===== config.mk =====
export PLATFORM = sky130hd
export DESIGN_NAME = nonce_replay_window_check
export DESIGN_NICKNAME = d
export VERILOG_FILES = /design/src/rtl/nrwc_pkg.sv /design/src/rtl/nrwc_eval.sv /design/src/rtl/nonce_replay_window_check.sv
export SDC_FILE = /design/constraint.sdc
export NUM_CORES = 1
export LEC_CHECK = 0
export BUFFER_PORTS_ARGS = -buffer_cell sky130_fd_sc_hd__buf_4
export CAP_MARGIN = 20
export CELL_PAD_IN_SITES_DETAIL_PLACEMENT = 1
export CELL_PAD_IN_SITES_GLOBAL_PLACEMENT = 2
export CORE_ASPECT_RATIO = 1.75
export CORE_UTILIZATION = 41
export DETAILED_ROUTE_END_ITERATION = 10
export GPL_ROUTABILITY_DRIVEN = 0
export GPL_TIMING_DRIVEN = 0
export PLACE_DENSITY_LB_ADDON = 0.1
export REMOVE_ABC_BUFFERS = 1
export SLEW_MARGIN = 10
export SYNTH_ARGS = -nofsm -noshare
export SYNTH_HDL_FRONTEND = slang
export SYNTH_SLANG_ARGS = --single-unit

===== constraint.sdc =====
create_clock -name i_clk -period 15.7 [get_ports i_clk]
set_input_delay 1.57 -clock i_clk [delete_from_list [all_inputs] [get_ports i_clk]]
set_output_delay 1.57 -clock i_clk [all_outputs]
set_load 0.02 [all_outputs]

===== src/rtl/nrwc_pkg.sv =====
`timescale 1ns / 1ps
`default_nettype none
// ----------------------------------------------------------------------------
// nrwc_pkg
// shared constants, codes and types of the nonce replay window check
// ----------------------------------------------------------------------------
package nrwc_pkg;

    localparam int NONCE_BYTES  = 6;
    localparam int NONCE_W      = 8 * NONCE_BYTES;
    localparam int WIN_SIZE     = 64;
    localparam int WIN_IW       = $clog2(WIN_SIZE);
    localparam int NOW_W        = 63;
    localparam int RT_W         = 32;
    localparam int DEADLINE_W   = 64;
    localparam int CFG_IW       = 1;
    localparam int CFG_DW       = 32;

    localparam logic [RT_W-1:0] REORDER_TIME_RST = RT_W'(10000);

    typedef enum logic [1:0] {
        VERDICT_REJECT  = 2'd0,
        VERDICT_ACCEPT  = 2'd1,
        VERDICT_REORDER = 2'd2,
        VERDICT_DUP     = 2'd3
    } t_verdict;

    typedef enum logic [CFG_IW-1:0] {
        CFG_INITIATOR_MODE = 1'd0,
        CFG_REORDER_TIME   = 1'd1
    } t_cfg_reg;

    typedef struct packed {
        logic [NONCE_W-1:0]    newest;
        logic [WIN_SIZE-1:0]   bitmap;
        logic [DEADLINE_W-1:0] deadline;
    } t_win_state;

endpackage
`default_nettype wire


===== src/rtl/nrwc_eval.sv =====
`timescale 1ns / 1ps
`default_nettype none
// ----------------------------------------------------------------------------
// nrwc_eval
// verdict, age and next window state for one registered item
// ----------------------------------------------------------------------------
module nrwc_eval
    import nrwc_pkg::*;
(
    input  wire t_win_state         i_state,
    input  wire logic [NONCE_W-1:0] i_rx_nonce,
    input  wire logic [NOW_W-1:0]   i_now,
    input  wire logic               i_auth_ok,
    input  wire logic [RT_W-1:0]    i_reorder_time,
    output t_verdict                o_verdict,
    output logic [NONCE_W-1:0]      o_age,
    output t_win_state              o_state
);

    logic [NONCE_W:0]       diff;
    logic                   newer;
    logic [NONCE_W-1:0]     age;
    logic [NONCE_W-1:0]     mag;
    logic [NONCE_W-1:0]     mag_m1;
    logic [WIN_IW-1:0]      idx;
    logic                   parity_ok;
    logic                   mag_ge_win;
    logic                   mag_le_win;
    logic                   mag_zero;
    logic                   expired;
    logic [WIN_SIZE-1:0]    shifted;
    logic [WIN_SIZE-1:0]    bit_sel;
    logic [DEADLINE_W-1:0]  now_ext;

    // diff is even when parities match, so the age is the upper bits
    assign diff       = {1'b0, i_state.newest} - {1'b0, i_rx_nonce};
    assign newer      = diff[NONCE_W];
    assign age        = diff[NONCE_W:1];
    assign mag        = newer ? (NONCE_W'(0) - age) : age;
    assign mag_m1     = mag - NONCE_W'(1);
    assign idx        = mag_m1[WIN_IW-1:0];
    assign parity_ok  = (i_rx_nonce[0] == i_state.newest[0]);
    assign mag_ge_win = (mag >= NONCE_W'(WIN_SIZE));
    assign mag_le_win = (mag <= NONCE_W'(WIN_SIZE));
    assign mag_zero   = (mag == '0);
    assign now_ext    = DEADLINE_W'(i_now);
    assign expired    = (i_state.deadline <= now_ext);
    assign shifted    = mag_ge_win ? '0 : (i_state.bitmap << mag[WIN_IW-1:0]);
    assign bit_sel    = WIN_SIZE'(1) << idx;

    always_comb begin
        o_state   = i_state;
        o_verdict = VERDICT_REJECT;
        o_age     = age;
        if (!parity_ok) begin
            o_age = '0;
        end else if (newer) begin
            o_verdict = VERDICT_ACCEPT;
            if (i_auth_ok) begin
                o_state.bitmap   = shifted | (mag_le_win ? bit_sel : '0);
                o_state.newest   = i_rx_nonce;
                o_state.deadline = now_ext + DEADLINE_W'(i_reorder_time);
            end
        end else if (expired || (mag > NONCE_W'(WIN_SIZE))) begin
            o_verdict = VERDICT_REJECT;
        end else if (mag_zero || i_state.bitmap[idx]) begin
            o_verdict = VERDICT_DUP;
        end else begin
            o_verdict = VERDICT_REORDER;
            if (i_auth_ok) begin
                o_state.bitmap = i_state.bitmap | bit_sel;
            end
        end
    end

endmodule
`default_nettype wire


===== src/rtl/nonce_replay_window_check.sv =====
`timescale 1ns / 1ps
`default_nettype none
// ----------------------------------------------------------------------------
// nonce_replay_window_check
// anti-replay sliding window check on received packet nonces
// ----------------------------------------------------------------------------
// One item is one received packet (nonce, current time, auth flag) and gives
// one result (verdict, signed age). An item is taken into an input register,
// judged there against the newest nonce, the 64-entry seen bitmap and the
// reorder deadline, and its result lands in an output register when the item
// advances, where the window state is also updated. A new item is accepted
// every cycle while the result side does not stall, and the output register
// lets the next item be taken while a result still waits.
// The combinational state update (one 49-bit subtract, a 64-bit shift and
// one bit test) sets the rate. Any write to the initiator mode register
// restarts the session; registers must only be written while no item is in
// flight.
// ----------------------------------------------------------------------------
module nonce_replay_window_check
    import nrwc_pkg::*;
(
    input  wire logic                      i_clk,
    input  wire logic                      i_rst_n,
    // configuration write port
    input  wire logic                      i_cfg_we,
    input  wire logic [CFG_IW-1:0]         i_cfg_index,
    input  wire logic [CFG_DW-1:0]         i_cfg_data,
    // input item channel
    input  wire logic                      i_in_valid,
    output logic                           o_in_ready,
    input  wire logic [NONCE_W-1:0]        i_rx_nonce,
    input  wire logic [NOW_W-1:0]          i_now,
    input  wire logic                      i_auth_ok,
    // result item channel
    output logic                           o_out_valid,
    input  wire logic                      i_out_ready,
    output logic [1:0]                     o_verdict,
    output logic signed [NONCE_W-1:0]      o_age
);

    // configuration registers
    logic [RT_W-1:0]        r_reorder_time;

    // window state
    t_win_state             r_state;
    t_win_state             n_state;
    t_win_state             eval_state;

    // input register
    logic                   r_in_valid;
    logic                   n_in_valid;
    logic [NONCE_W-1:0]     r_rx_nonce;
    logic [NOW_W-1:0]       r_now;
    logic                   r_auth_ok;

    // output register
    logic                   r_out_valid;
    logic                   n_out_valid;
    t_verdict               r_verdict;
    logic [NONCE_W-1:0]     r_age;
    t_verdict               eval_verdict;
    logic [NONCE_W-1:0]     eval_age;

    logic                   advance;    // item moves from input to output reg
    logic                   take;       // new item accepted
    logic                   restart;

    assign advance    = r_in_valid && (!r_out_valid || i_out_ready);
    assign o_in_ready = !r_in_valid || advance;
    assign take       = i_in_valid && o_in_ready;
    assign restart    = i_cfg_we && (t_cfg_reg'(i_cfg_index) == CFG_INITIATOR_MODE);

    assign o_out_valid = r_out_valid;
    assign o_verdict   = r_verdict;
    assign o_age       = r_age;

    nrwc_eval u_eval (
        .i_state        (r_state),
        .i_rx_nonce     (r_rx_nonce),
        .i_now          (r_now),
        .i_auth_ok      (r_auth_ok),
        .i_reorder_time (r_reorder_time),
        .o_verdict      (eval_verdict),
        .o_age          (eval_age),
        .o_state        (eval_state)
    );

    always_comb begin
        n_in_valid  = r_in_valid;
        n_out_valid = r_out_valid;
        n_state     = r_state;
        if (take) begin
            n_in_valid = 1'b1;
        end else if (advance) begin
            n_in_valid = 1'b0;
        end
        if (advance) begin
            n_out_valid = 1'b1;
            n_state     = eval_state;
        end else if (i_out_ready) begin
            n_out_valid = 1'b0;
        end
        // session restart: responder starts from nonce 1, initiator from 0
        if (restart) begin
            n_state.newest   = {{(NONCE_W-1){1'b0}}, ~i_cfg_data[0]};
            n_state.bitmap   = '0;
            n_state.deadline = '0;
        end
    end

    // control and state
    always_ff @(posedge i_clk) begin
        if (!i_rst_n) begin
            r_reorder_time  <= REORDER_TIME_RST;
            r_state.newest  <= NONCE_W'(1);
            r_state.bitmap  <= '0;
            r_state.deadline <= '0;
            r_in_valid      <= 1'b0;
            r_out_valid     <= 1'b0;
        end else begin
            r_in_valid  <= n_in_valid;
            r_out_valid <= n_out_valid;
            r_state     <= n_state;
            // initiator mode only matters at restart, where it comes from the write data
            if (i_cfg_we && (t_cfg_reg'(i_cfg_index) == CFG_REORDER_TIME)) begin
                r_reorder_time <= i_cfg_data[RT_W-1:0];
            end
        end
    end

    // payload registers
    always_ff @(posedge i_clk) begin
        if (take) begin
            r_rx_nonce <= i_rx_nonce;
            r_now      <= i_now;
            r_auth_ok  <= i_auth_ok;
        end
        if (advance) begin
            r_verdict <= eval_verdict;
            r_age     <= eval_age;
        end
    end

endmodule
`default_nettype wire


==> results.txt <==
----------------------------------------------------
[Job]
  Reported max-cap violation count ... 0

[Clock network]
  Maximum buffer depth of the clock tree ... 3
  Total of hold buffers inserted after clock tree synthesis ... 0
  Post-CTS setup buffer count ... 0
  Cell chosen for the clock root ... clkbuf_16
  CTS H-tree lvls ... 2
  Number of clock buffers inserted by TritonCTS ... 42
  Resized Gates After CTS ... 0
  Total clock sinks ... approximately 370
  Clock latency on the worst-skew pair ... 610 ps
  CTS tree ... yes
  Clock transition at the registers of the reported paths ... about 60 ps

[Place]
  Detailed-placement wirelength estimate ... 95600 um
  I/O Buffers ... roughly 200
  Setup WS pre-CTS ... a little under 7000 ps

[Layout]
  Share of layout cells above drive strength 1 ... between 10% and 20%
  Number of nets at the end of the flow ... between 3000 and 4000
  Filler cells ... approximately 8400
  Final core utilization ... about 48%
  Antenna diode count ... 0
  Layout-stage area growth over the synthesis result ... 15.5%

[Yosys]
  EDFF count, synth ... about 160
  Most used flip-flop cell after synthesis ... dfxtp_1
  Count of warnings emitted by yosys ... 0
  Area share of the leading cell type in the synthesized netlist ... about 17%
  Cell area after synthesis ... 29100 sq um
  Mapped Avg Cell Area ... 8.21 sq um
  Number of instances in the synthesized netlist ... roughly 3500
  Share of flip-flops with an asynchronous set or reset after synthesis ... 0%
  Yosys top cell by area ... edfxtp_1
  Dominant cells by area after synthesis ... edfxtp_1 (17%), dfxtp_1 (14%), ha_1 (6.4%)
  Leading cell types by count after synthesis ... nand2_1 (431), a21oi_1 (301), nor2_1 (225)
  Number of distinct library cells after synthesis ... between 90 and 100
  Flops & latches, synth ... about 370
  Most repeated cell in the gate-level netlist after synthesis ... nand2_1
  Sequential fraction of the synthesis area ... 31.1%

[Route]
  Vias after detailed routing ... between 20000 and 30000
  Drt via density ... between 6 and 7
  Total iterations of the first detailed-routing run ... 5
  Total wire length after detailed routing ... 127000 um
  Routed wire length per instance ... 27.7 um
  Detailed router's first-iteration violation count ... approximately 2200
  ANT nets after route ... 0
  DRC violations left ... 0

[Critical path]
  Required time reported for the critical path endpoint ... ~16000 ps
  Reg2Reg Launch Point ... r_rx_nonce[27]$_DFFE_PP_
  Worst reg2reg endpoint ... r_state[127]$_SDFFE_PP0P_
  Crit Path Max Fanout ... 30
  Worst reg-to-reg path cell count ... 24
  Highest cell delay on the worst timing path ... roughly 840 ps
  Worst-path cell chain ... inv_1, ha_1, a21oi_1, o21ai_0, a21o_1, or3_1, o221ai_1, nand2_2, buf_12, o21ai_4, buf_16, clkinv_2, ha_1, xnor2_2, buf_8, nor2_1, a211oi_1, o311a_1, nor4_4, buf_6, buf_6, a21oi_4, buf_12, mux2i_1
  Slowest stage cell, crit path ... a211oi_1
  Critical Setup Path Class ... flip-flop to flip-flop
  FF-to-FF setup slack ... about 6500 ps
  Element type at the critical path start ... flip-flop
  Endpoint type of the worst setup path ... flip-flop
  Arrival time worst endpoint ... a little under 10000 ps

[Global routing]
  Busiest layer in global routing ... met2
  First-pass GRT wire length ... 191000 um
  Congestion Overflow GR ... 0
  Global-route usage over all layers ... approximately a third
  Antenna violations before repair ... 2
  Vias in the first global route ... 30989
  Met1 track utilization from global routing ... about a third
  GR met3 Demand/Resource ... just under 7%
  Pin count of the biggest net entering global routing ... 84
  GRT met2 Usage ... approximately 62%

[STA]
  Portion of the clock cycle consumed by the worst path in the final layout ... ~60%
  Highest attainable clock frequency ... around 110 MHz
  Final Slew Violations ... 0
  Setup ws final ... between 6000 and 7000 ps
  Worst-Margin Slew ... approximately 1300 ps
  Hold Violations, Final ... 0
  Smallest hold slack ... approximately 460 ps
  Max-slew headroom ... a little under an eighth
  Clock period minus worst slack ... 9220 ps
  Setup repair after global routing missed its margin ... false
  Final setup fails ... 0
  Setup Skew ... 20.6 ps

[Floorplanning]
  Starting utilization of the core area ... between 40% and 50%
  Die Footprint ... approximately 72000 sq um
  Total I/O pin count ... just over 200
  Die extent in x ... a little over 200 um
  Std-Cell Rows ... about 130
  Die Span Y ... about 350 um
  Floorplan core area ... approximately 70000 sq um

[Power]
  Pwr dens ... 93.3 nW/um^2
  Worst VDD drop ... ~0.088 mV
  Leakage power summed over all cells ... 13.1 nW

[Min path]
  Min-delay worst type ... flip-flop to flip-flop
  Hold worst-path end ... r_state[4]$_SDFFE_PP0P_
  Number of cells on the worst hold path ... 2
  Startpoint of the most critical hold path ... r_state[4]$_SDFFE_PP0P_

[Run status]
  Run status ... completed

----------------------------------------------------
[layout make-up]
cell class / count / area (sq um) / share of cell area (%)
multi-input combinational: 2748 / 18700 / 55.6
sequential: 372 / 9070 / 26.9
timing repair buffer: 272 / 2560 / 7.62
clock buffer: 55 / 1180 / 3.51
tap: 917 / 1150 / 3.41
inverter: 189 / 711 / 2.11
clock inverter: 23 / 269 / 0.799
[critical path: cells and delay by family, from the launching register on]
kind | cells | cell delay, ps
buf+inv | 8 | 1840
compound gates | 8 | 4140
fa+ha+maj | 2 | 930
flops | 1 | 350
mux | 1 | 190
simple gates | 4 | 910
xor+xnor | 1 | 650
[cells in the final DEF (no fill, tap or decap), drive strengths merged, types with 46 or more instances in the layout]
cell | Yosys | final
a211oi | 127 | 127
a21o | 62 | 62
a21oi | 302 | 302
a31oi | 49 | 49
and2 | 46 | 46
and3 | 62 | 62
buf | 38 | 267
clkbuf | 202 | 58
dfxtp | 210 | 210
edfxtp | 162 | 162
ha | 149 | 149
inv | 188 | 195
mux2i | 102 | 102
mux4 | 56 | 56
nand2 | 431 | 431
nand3 | 92 | 92
nand4 | 60 | 60
nor2 | 225 | 225
nor3 | 91 | 91
nor4 | 65 | 65
o21ai | 218 | 218
xnor2 | 69 | 69
[through the flow]
| stage | std cells | area, sq um | power [mW] | setup TNS [ps] |
|---|---|---|---|---|
| 3_5_place_dp | 4487 | 32100 | 2.05 | 0 |
| 6_report | 4576 | 33700 | 3.14 | 0 |
| 3_3_place_gp | 4427 | 30900 | 1.99 | -420320 |
| 2_1_floorplan | 3309 | 28200 | 1.64 | 0 |
| 4_1_cts | 4565 | 33500 | 3.11 | 0 |
| 5_1_grt | 4576 | 33700 | 3.24 | 0 |
[logic make-up (layout without fill, tap and decap cells)]
logic type	after synthesis	count (layout)	synth area share, %
simple gates	1218	1218	20.3
mux	186	186	8.91
flops	372	372	31.1
compound gates	1109	1109	25.1
xor+xnor	84	84	2.52
buf+inv	429	539	5.59
fa+ha+maj	151	151	6.53
[worst max path at each step]
stage	from	to	slack, ps	cells past startpoint
after floorplan	r_rx_nonce[0]$_DFFE_PP_	r_state[103]$_SDFFE_PP0P_	1430	14
after global placement	r_rx_nonce[0]$_DFFE_PP_	r_state[111]$_SDFFE_PP0P_	-7230	14
after detailed placement	r_rx_nonce[0]$_DFFE_PP_	r_state[65]$_SDFFE_PP0P_	6750	18
after CTS	r_rx_nonce[0]$_DFFE_PP_	r_state[65]$_SDFFE_PP0P_	6690	18
after global routing	r_rx_nonce[27]$_DFFE_PP_	r_state[127]$_SDFFE_PP0P_	6300	24
final	r_rx_nonce[27]$_DFFE_PP_	r_state[127]$_SDFFE_PP0P_	6480	24
[report_power, final]
group / switching (mW) / total [mW] / internal [mW]
sequential: 0.0310 / 1.09 / 1.06
clock: 0.446 / 1.05 / 0.606
combinational: 0.672 / 1.00 / 0.329
[flip-flops by register name (all words and copies together), names as in the netlist]
signal          flops
r_now              63
o_out_valid         1
r_state           176
o_verdict           2
r_reorder_time     32
r_rx_nonce         48
r_auth_ok           1
o_age              48
r_in_valid          1
[routing by layer]
layer / routed length, um / vias to the layer above
met5: 0 / -
met4: 12900 / 0
met3: 7920 / 562
met2: 63700 / 1304
met1: 42300 / 14578
li1: - / 13431
No activity file was read; power rests on OpenSTA's default activity.
